===== config.mk =====
export PLATFORM = sky130hd
export DESIGN_NAME = multiplexed_digit_pwm_scanner
export DESIGN_NICKNAME = d
export VERILOG_FILES = /design/src/hdl/mdps_pkg.sv /design/src/hdl/multiplexed_digit_pwm_scanner.sv /design/src/hdl/mdps_store.sv
export SDC_FILE = /design/constraint.sdc
export NUM_CORES = 1
export LEC_CHECK = 0
export ABC_AREA = 1
export ABC_CLOCK_PERIOD_IN_PS = 20600
export BUFFER_PORTS_ARGS = -buffer_cell sky130_fd_sc_hd__buf_2
export CAP_MARGIN = 20
export CORE_MARGIN = 8
export CORE_UTILIZATION = 45
export DETAILED_ROUTE_END_ITERATION = 16
export PLACE_DENSITY = 0.61
export SLEW_MARGIN = 20
export SYNTH_ARGS = -nofsm -noshare
export SYNTH_HDL_FRONTEND = slang
export SYNTH_HIERARCHICAL = 1
export SYNTH_SLANG_ARGS = --single-unit

===== constraint.sdc =====
create_clock -name clk -period 20.6 [get_ports clk]
set_input_delay 4.12 -clock clk [delete_from_list [all_inputs] [get_ports clk]]
set_output_delay 4.12 -clock clk [all_outputs]
set_load 0.03 [all_outputs]

===== src/hdl/mdps_pkg.sv =====
`timescale 1ns / 1ps
`default_nettype none
// ----------------------------------------------------------------------------
// mdps_pkg
// Shared types and constants of the multiplexed digit PWM scanner.
// ----------------------------------------------------------------------------
package mdps_pkg;

	localparam int DEFAULT_MAX_DIGITS = 8;

	// item opcodes
	localparam logic [1:0] OP_TICK         = 2'd0;
	localparam logic [1:0] OP_WRITE_PATTERN = 2'd1;
	localparam logic [1:0] OP_WRITE_BRIGHT  = 2'd2;

	// configuration register indexes
	localparam logic [1:0] REG_DIGIT_COUNT    = 2'd0;
	localparam logic [1:0] REG_SUBFIELD_COUNT = 2'd1;
	localparam logic [1:0] REG_BRIGHT_ENABLE  = 2'd2;
	localparam logic [1:0] REG_ASLEEP         = 2'd3;

	// output commands
	localparam logic CMD_DRAW    = 1'b0;
	localparam logic CMD_DISABLE = 1'b1;

	// reset values
	localparam logic [3:0] DIGIT_COUNT_RESET    = 4'd4;
	localparam logic [7:0] SUBFIELD_COUNT_RESET = 8'd1;
	localparam logic [3:0] PREV_DIGIT_RESET     = 4'hF;
	localparam logic [7:0] PATTERN_RESET        = 8'h00;
	localparam logic [7:0] BRIGHT_FULL          = 8'hFF;

	typedef struct packed {
		logic [7:0] pattern;
		logic [7:0] brightness;
	} store_rd_t;

endpackage
`default_nettype wire


===== src/hdl/multiplexed_digit_pwm_scanner.sv =====
`timescale 1ns / 1ps
`default_nettype none
// ----------------------------------------------------------------------------
// multiplexed_digit_pwm_scanner
// Scans a multiplexed segment display with per-digit subfield brightness.
// ----------------------------------------------------------------------------
// A tick's command passes stage 1, then the output register. Throughput:
// one item per cycle unless the output stalls; set by the single read of
// the digit memories per tick and the one multiply and compare in the draw
// stage. Reset: asynchronous; stores read as reset contents right away
// through valid bits, so no clearing pass is needed.
module multiplexed_digit_pwm_scanner #(
	parameter int MAX_DIGITS = mdps_pkg::DEFAULT_MAX_DIGITS
) (
	input  wire logic       clk,
	input  wire logic       arst_n,
	input  wire logic       cfg_write_enable,
	input  wire logic [1:0] cfg_index,
	input  wire logic [7:0] cfg_data,
	input  wire logic       in_valid,
	output logic            in_ready,
	input  wire logic [1:0] opcode,
	input  wire logic [2:0] digit_index,
	input  wire logic [7:0] write_value,
	output logic            out_valid,
	input  wire logic       out_ready,
	output logic            command,
	output logic [2:0]      digit_number,
	output logic [7:0]      segment_bits
);

	localparam int AW = (MAX_DIGITS > 1) ? $clog2(MAX_DIGITS) : 1;

	// configuration
	logic [3:0] digit_count_q;
	logic [7:0] subfield_count_q;
	logic       bright_enable_q;
	logic       asleep_q;

	always_ff @(posedge clk or negedge arst_n) begin
		if (!arst_n) begin
			digit_count_q    <= mdps_pkg::DIGIT_COUNT_RESET;
			subfield_count_q <= mdps_pkg::SUBFIELD_COUNT_RESET;
			bright_enable_q  <= 1'b0;
			asleep_q         <= 1'b0;
		end else if (cfg_write_enable) begin
			case (cfg_index)
				mdps_pkg::REG_DIGIT_COUNT:    digit_count_q    <= cfg_data[3:0];
				mdps_pkg::REG_SUBFIELD_COUNT: subfield_count_q <= cfg_data;
				mdps_pkg::REG_BRIGHT_ENABLE:  bright_enable_q  <= cfg_data[0];
				mdps_pkg::REG_ASLEEP:         asleep_q         <= cfg_data[0];
				default: ;
			endcase
		end
	end

	// handshake and item decode
	logic in_fire;
	logic tick_go;
	logic wr_go;
	logic wr_bright;
	logic s1_valid;
	logic s1_move;
	logic out_valid_q;

	assign s1_move  = !out_valid_q || out_ready;
	assign in_ready = !s1_valid || s1_move;
	assign in_fire  = in_valid && in_ready;
	assign tick_go  = in_fire && (opcode == mdps_pkg::OP_TICK) && !asleep_q;
	assign wr_bright = (opcode == mdps_pkg::OP_WRITE_BRIGHT);
	assign wr_go    = in_fire && (5'(digit_index) < 5'(MAX_DIGITS))
		&& ((opcode == mdps_pkg::OP_WRITE_PATTERN) || wr_bright);

	// scan position, advanced as each tick is accepted while awake
	logic [AW-1:0] cur_digit_q;
	logic [3:0]    prev_digit_q;
	logic [7:0]    cur_sub_q;
	logic          plain_mode;
	logic [4:0]    scan_limit;
	logic [4:0]    digit_inc;
	logic [AW-1:0] digit_next;
	logic [7:0]    sub_inc;
	logic          sub_wrap;
	logic          digit_changed;

	assign plain_mode    = (subfield_count_q == 8'd1);
	assign scan_limit    = (5'(digit_count_q) > 5'(MAX_DIGITS)) ? 5'(MAX_DIGITS)
		: 5'(digit_count_q);
	assign digit_inc     = 5'(cur_digit_q) + 5'd1;
	assign digit_next    = (digit_inc >= scan_limit) ? '0 : AW'(digit_inc);
	assign sub_inc       = cur_sub_q + 8'd1;
	assign sub_wrap      = (sub_inc >= subfield_count_q);
	assign digit_changed = (4'(cur_digit_q) != prev_digit_q);

	always_ff @(posedge clk or negedge arst_n) begin
		if (!arst_n) begin
			cur_digit_q  <= '0;
			prev_digit_q <= mdps_pkg::PREV_DIGIT_RESET;
			cur_sub_q    <= '0;
		end else if (tick_go) begin
			prev_digit_q <= 4'(cur_digit_q);
			if (plain_mode) begin
				cur_digit_q <= digit_next;
			end else if (sub_wrap) begin
				cur_digit_q <= digit_next;
				cur_sub_q   <= '0;
			end else begin
				cur_sub_q <= sub_inc;
			end
		end
	end

	// digit memories
	mdps_pkg::store_rd_t rd_data;

	mdps_store #(
		.MAX_DIGITS(MAX_DIGITS)
	) u_store (
		.clk      (clk),
		.arst_n   (arst_n),
		.wr_en    (wr_go),
		.wr_bright(wr_bright),
		.wr_addr  (AW'(digit_index)),
		.wr_data  (write_value),
		.rd_en    (tick_go),
		.rd_addr  (cur_digit_q),
		.rd_data  (rd_data)
	);

	// stage 1: tick waiting for its memory data
	logic [2:0] digit_s1;
	logic [7:0] sub_s1;
	logic       changed_s1;
	logic       plain_s1;

	always_ff @(posedge clk or negedge arst_n) begin
		if (!arst_n) begin
			s1_valid <= 1'b0;
		end else if (in_ready) begin
			s1_valid <= tick_go;
		end
	end

	always_ff @(posedge clk) begin
		if (tick_go) begin
			digit_s1   <= 3'(cur_digit_q);
			sub_s1     <= cur_sub_q;
			changed_s1 <= digit_changed;
			plain_s1   <= plain_mode;
		end
	end

	// draw decision
	logic [7:0]  bright;
	logic [15:0] on_product;
	logic [7:0]  on_limit;
	logic [7:0]  mod_pattern;
	logic        mod_emit;
	logic        res_emit;
	logic        res_cmd;
	logic [7:0]  res_bits;
	logic [7:0]  on_limit_q;
	logic [7:0]  last_drawn_q;

	assign bright      = bright_enable_q ? rd_data.brightness : mdps_pkg::BRIGHT_FULL;
	assign on_product  = 16'(subfield_count_q) * 16'(bright);
	assign on_limit    = changed_s1 ? on_product[15:8] : on_limit_q;
	assign mod_pattern = ((bright == mdps_pkg::BRIGHT_FULL) || (sub_s1 < on_limit))
		? rd_data.pattern : 8'h00;
	assign mod_emit    = (mod_pattern != last_drawn_q) || changed_s1;

	always_comb begin
		if (plain_s1) begin
			res_emit = 1'b1;
			res_cmd  = (bright == 8'd0) ? mdps_pkg::CMD_DISABLE : mdps_pkg::CMD_DRAW;
			res_bits = (bright == 8'd0) ? 8'h00 : rd_data.pattern;
		end else begin
			res_emit = mod_emit;
			res_cmd  = mdps_pkg::CMD_DRAW;
			res_bits = mod_pattern;
		end
	end

	always_ff @(posedge clk or negedge arst_n) begin
		if (!arst_n) begin
			on_limit_q   <= '0;
			last_drawn_q <= '0;
			out_valid_q  <= 1'b0;
		end else if (s1_move) begin
			out_valid_q <= s1_valid && res_emit;
			if (s1_valid && !plain_s1) begin
				on_limit_q <= on_limit;
				if (mod_emit) begin
					last_drawn_q <= mod_pattern;
				end
			end
		end
	end

	// output register
	always_ff @(posedge clk) begin
		if (s1_move && s1_valid && res_emit) begin
			command      <= res_cmd;
			digit_number <= digit_s1;
			segment_bits <= res_bits;
		end
	end

	assign out_valid = out_valid_q;

endmodule
`default_nettype wire


===== src/hdl/mdps_store.sv =====
`timescale 1ns / 1ps
`default_nettype none
// ----------------------------------------------------------------------------
// mdps_store
// Per-digit pattern and brightness memories, one write and one read per
// cycle, read data registered. Valid bits give the reset contents.
// ----------------------------------------------------------------------------
module mdps_store #(
	parameter int MAX_DIGITS = mdps_pkg::DEFAULT_MAX_DIGITS,
	localparam int AW = (MAX_DIGITS > 1) ? $clog2(MAX_DIGITS) : 1
) (
	input  wire logic                  clk,
	input  wire logic                  arst_n,
	input  wire logic                  wr_en,
	input  wire logic                  wr_bright,
	input  wire logic [AW-1:0]         wr_addr,
	input  wire logic [7:0]            wr_data,
	input  wire logic                  rd_en,
	input  wire logic [AW-1:0]         rd_addr,
	output mdps_pkg::store_rd_t        rd_data
);

	logic [7:0]            pattern_mem [MAX_DIGITS];
	logic [7:0]            bright_mem  [MAX_DIGITS];
	logic [MAX_DIGITS-1:0] pat_vld_q;
	logic [MAX_DIGITS-1:0] bri_vld_q;
	logic [7:0]            pat_rd_q;
	logic [7:0]            bri_rd_q;
	logic                  pat_rd_vld_q;
	logic                  bri_rd_vld_q;

	always_ff @(posedge clk) begin
		if (wr_en && !wr_bright) begin
			pattern_mem[wr_addr] <= wr_data;
		end
		if (wr_en && wr_bright) begin
			bright_mem[wr_addr] <= wr_data;
		end
		if (rd_en) begin
			pat_rd_q <= pattern_mem[rd_addr];
			bri_rd_q <= bright_mem[rd_addr];
		end
	end

	always_ff @(posedge clk or negedge arst_n) begin
		if (!arst_n) begin
			pat_vld_q    <= '0;
			bri_vld_q    <= '0;
			pat_rd_vld_q <= 1'b0;
			bri_rd_vld_q <= 1'b0;
		end else begin
			if (wr_en && !wr_bright) begin
				pat_vld_q[wr_addr] <= 1'b1;
			end
			if (wr_en && wr_bright) begin
				bri_vld_q[wr_addr] <= 1'b1;
			end
			if (rd_en) begin
				pat_rd_vld_q <= pat_vld_q[rd_addr];
				bri_rd_vld_q <= bri_vld_q[rd_addr];
			end
		end
	end

	// never-written entries read as their reset contents
	assign rd_data.pattern    = pat_rd_vld_q ? pat_rd_q : mdps_pkg::PATTERN_RESET;
	assign rd_data.brightness = bri_rd_vld_q ? bri_rd_q : mdps_pkg::BRIGHT_FULL;

endmodule
`default_nettype wire


After elaboration in Yosys (flattened, before gate mapping)
Memories as Yosys holds them, arrays and structs flattened. A register that Yosys moved wholly into a read port is not among the register bits.
Index checks and enable logic that the tools add are counted.
{"block": "classes", "addsub": 2, "n_mul": 1, "magnitude_cmp": 7, "n_eq_ne": 9, "muxes": 24, "n_bitwise": 3, "reduce_logical": 33}
{"operator": "$mux W8", "count": 8}
{"operator": "$mul A8 B8 Y16", "count": 1}
{"operator": "$or A8 B8 Y8", "count": 2}
{"operator": "$reduce_and A2 Y1", "count": 7}
{"operator": "$logic_and A1 B1 Y1", "count": 11}
{"operator": "$mux W1", "count": 9}
{"operator": "$mux W3", "count": 3}
{"operator": "$add A8 B1 Y8 const B", "count": 1}
{"operator": "$eq A8 B1 Y1 const B", "count": 1}
{"operator": "$eq A8 B8 Y1 const B", "count": 1}
{"operator": "$ge A8 B8 Y1", "count": 1}
{"operator": "$logic_not A8 Y1", "count": 1}
{"operator": "$lt A3 B4 Y1 const B", "count": 2}
{"operator": "$lt A8 B8 Y1", "count": 1}
{"operator": "$ne A8 B8 Y1", "count": 1}
{"operator": "$bmux W1 S3", "count": 2}
{"operator": "$eq A2 B2 Y1 const B", "count": 3}
{"operator": "$logic_not A1 Y1", "count": 5}
{"operator": "$logic_or A1 B1 Y1", "count": 5}
{"operator": "$add A3 B1 Y4 const B", "count": 1}
{"operator": "$eq A2 B1 Y1 const B", "count": 2}
{"operator": "$ge A4 B4 Y1", "count": 1}
{"operator": "$gt A4 B4 Y1 const B", "count": 1}
{"operator": "$logic_not A2 Y1", "count": 2}
{"operator": "other kinds (7)", "count": 7}
{"block": "totals", "reg_bits": 90, "ram_bits": 128, "output_inout_bits": 14, "wordCells": 103, "n_memories": 2}
{"memory": "u_store.bright_mem", "depth": 8, "width": 8, "read_ports": 1, "rd_clocked_by_memory_dff": 1, "wr": 1, "line": "mdps_store.sv:24", "source": "logic [7:0] bright_mem [MAX_DIGITS];"}
{"memory": "u_store.pattern_mem", "depth": 8, "width": 8, "read_ports": 1, "rd_clocked_by_memory_dff": 1, "wr": 1, "line": "mdps_store.sv:23", "source": "logic [7:0] pattern_mem [MAX_DIGITS];"}

Depth between registers and ports, before layout
{"block": "depth", "depth_word": 11, "ltp_mapped": 41, "depth_no_buf": 40}

Hierarchy
The synthesis kept the hierarchy.
{"mod": "mdps_store", "instances": 1, "cells_each": 549, "area_each_um2": 6500.0}
{"mod": "multiplexed_digit_pwm_scanner", "instances": 1, "cells_each": 656, "area_each_um2": 5565.3}

Worst setup path after synthesis
OpenSTA, ideal clock, no wires.
{"block": "synth_path", "path_kind": "input -> output", "start": "in out_ready", "end": "out in_ready", "arrival_time_ps": 4452, "setup_slack_ps": 12028, "stages": 2, "n_path_buf": 0, "cell_sequence": "nor2_1 > nand2_1"}
{"block": "synth_via", "elab_chain_len": 2}
{"item": "from (decl)", "line": "multiplexed_digit_pwm_scanner.sv:26", "source": "input wire logic out_ready,"}
{"item": "$logic_or A1 B1 Y1", "line": "multiplexed_digit_pwm_scanner.sv:66", "source": "assign s1_move = !out_valid_q || out_ready;"}
{"item": "$logic_or A1 B1 Y1", "line": "multiplexed_digit_pwm_scanner.sv:67", "source": "assign in_ready = !s1_valid || s1_move;"}
{"item": "to (decl)", "line": "multiplexed_digit_pwm_scanner.sv:21", "source": "output logic in_ready,"}
No other way between the ends.

Final worst setup path
Ends and elaborated chain as after synthesis.

==> impl_metrics.tcl <==
set metrics [dict create \
    status "finished, final reports clean" \
    ys_seq_area_frac 0.556 \
    ys_seq_elements 234 \
    grt_pass1_vias 8269 \
    syn_area_per_cell_sq_um 10.0 \
    start_util 0.453 \
    muxShareOfSynthArea 0 \
    clk-insertion-delay-late_ns 0.53 \
    grt_max_degree 73 \
    grt-ovfl-total 0 \
    hold_depth 0 \
    hold_buffers 0 \
    synthDistinctLibCells 44 \
    antenna_found_initial 0 \
    clock_power_share 0.198 \
    path_class "in -> out" \
    placedCellCount 1557 \
    cts_root_buffer "clkbuf_16" \
    fin_setup_tns_ns 0 \
    cts_tree "yes" \
    die_area_sq_um 32300 \
    hold_path_class "reg -> reg" \
    core_sq_um 26700 \
    syn-instance-count 1205 \
    worst_pin_slew_ns 0.957 \
    rsz0062_at_grt "no" \
    grt_first_pass_wirelength_mm 42.0 \
    fmax_mhz 115 \
    io_pins 42 \
    cp.arrival_ns 4.61 \
    io_buffer_count 41 \
    synth-edff-count 169 \
    drc 0 \
    fp-row-count 60 \
    p_switching_mw 0.937 \
    crit_path_start_kind "primary input" \
    drtAntennaViolNets 0 \
    pwr-share-comb 0.531 \
    drive_gt1_frac 0.0894 \
    internal_power_mw 1.26 \
    ys.flop_type "edfxtp_1" \
    clock_path_buffers 3 \
    p_per_area_nw_per_um2 165 \
    yosys.area_share.adder 0.116 \
    setup_violations 0 \
    p_total_mw 2.19 \
    cp_max_fo 3 \
    cp-end-kind "output port" \
    cts_made_buffers 26 \
    fin_cells 1605 \
    finClkSkew_ns 0.0203 \
    area_delta_synth_final_pct 10.5 \
    seqPwrFrac 0.272 \
    final_util 0.500 \
    die_h_um 180 \
    ys_warn_count 6 \
    ir_worst_vdd_v 0.000133 \
    switching_share 0.427 \
    cts-resized-gates 0 \
    drt_iter0_drc 468 \
    yosysMostFrequentCell "nand2_1" \
    post_drt_wl_per_cell_um 15.8 \
    syn-cell-area_sq_um 12100 \
    yosysTopAreaCellShare 0.421 \
    dp_hpwl_mm 17.1 \
    cts_max_level 1 \
    fin_crit_sh 0.424 \
    via_per_inst 5.08 \
    synthTopCellsByArea "edfxtp_1 42%, dfrtp_1 12%, nand2_1 6.2%" \
    cts.sinks 234 \
    drv_slew 0 \
    synth_compound_area_frac 0.0802 \
    post-route-min-period_ns 8.73 \
    wirelength_mm 25.4 \
    clk_pin_slew_worst_paths_ns 0.06 \
    synth_nets 1324 \
    finalHoldViolations 0 \
    synth_largest_area_cell "edfxtp_1" \
    p_leak_nw 5.75 \
    vias 8149 \
    track_usage 0.158 \
    routabilityCongestion 0.851 \
    max_slew_margin 0.360 \
    r2r_cells 35 \
    final_net_count 1363 \
    postCtsSetupBuffers 0 \
    synthArstFlopShare 0.278 \
    worstPathRequired_ns 16.48 \
    ys_top_cells_by_count "200 x nand2_1, 176 x nor2_1, 169 x edfxtp_1" \
    cap_violations 0 \
    drt-pass1-iter-count 5 \
    yosys.area_share.simple 0.166 \
    die_w_um 180 \
    worst_hold_slack_ns 0.416 \
    synth_xor_area_frac 0.0102 \
    synth_top_family_by_area "simple AND/OR/NAND/NOR gates" \
    n_antenna_cell 0 \
]
## sequential cells by signal, summed over array words and instances (netlist names), 3 cells and up
name / count
sub_s1: 8
u_store/bright_mem: 64
digit_s1: 3
u_store/pattern_mem: 64
u_store/pat_rd_q: 8
subfield_count_q: 8
on_limit_q: 8
u_store/bri_rd_q: 8
digit_count_q: 4
segment_bits: 8
prev_digit_q: 4
cur_sub_q: 8
u_store/pat_vld_q: 8
u_store/bri_vld_q: 8
digit_number: 3
last_drawn_q: 8
cur_digit_q: 3
## metrics by stage
step	setup WS (ns)	cell area (sq um)
CTS	11.86	13300
detailed placement	11.86	12500
global placement	11.86	12500
global route	11.79	13300
finish	11.87	13300
floorplan	12.03	12100
## worst max-delay path, stage by stage
cell and delay [ns]:
buf_2 0.09, nor2_1 0.12, nand2_1 0.09, buf_2 0.18
## worst paths after layout
check	from	to	slack [ns]
max	out_ready	in_ready	11.87
min	digit_s1[2]	digit_number[2]	0.42
max reg2reg	u_store/bri_rd_vld_q	digit_number[1]	12.61
min reg2reg	digit_s1[2]	digit_number[2]	0.42
max in group asynchronous	arst_n	cur_digit_q[0]	16.18
min in group asynchronous	arst_n	on_limit_q[1]	3.79
## cell type report
type | count | area (sq um)
clock buffer | 31 | 691
tap | 341 | 427
fill | 2409 | 13300
sequential | 234 | 6710
inverter | 169 | 639
clock inverter | 17 | 116
timing repair buffer | 46 | 243
multi-input combinational | 767 | 4500
## per-layer routing
metal,vias to the layer above,GRT usage,wire length [um]
li1,4060,-,-
met1,3888,0.201,11500
met2,168,0.279,12400
met3,33,0.0208,1050
met4,0,0.0437,417
met5,-,0,0
## layout by cell type, fill, tap and decap left out, types with 2 or more instances in the layout
cell type and instances:
o21ai_0 116, clkinvlp_4 2, buf_2 41, ha_1 56, inv_2 3, clkinv_1 17, nor3_1 4, o21ai_1 23
nand3b_1 2, inv_1 156, a211oi_1 2, clkbuf_1 4, edfxtp_1 169, xor2_1 11, nand2_4 2, nand3_1 65
nand2_1 200, a21oi_1 19, clkinv_2 3, xnor2_1 3, nor4_1 6, clkbuf_16 27, nand2_2 6, or2_2 3
o22ai_1 17, inv_6 3, dfstp_2 6, nand3_2 4, nor2_1 176, fa_1 35, buf_4 5, nand4_1 6
dfrtp_1 58
## cell families after synthesis
group | count (synthesis)
AND/OR/NAND/NOR | 479
AO/OA/AOI/OAI | 183
XOR/XNOR | 14
flip-flops | 234
buffers and inverters | 204
adder cells (fa/ha/maj) | 91
## power groups by stage
stage	Clock, mW	Combinational [mW]	Sequential [mW]
floorplan	0	0.940	0.597
CTS	0.444	1.18	0.596
detailed placement	0	1.18	0.606
global route	0.463	1.37	0.602
finish	0.434	1.16	0.596
global placement	0	1.15	0.604
Note: power is estimated with default switching activity, not from simulation.
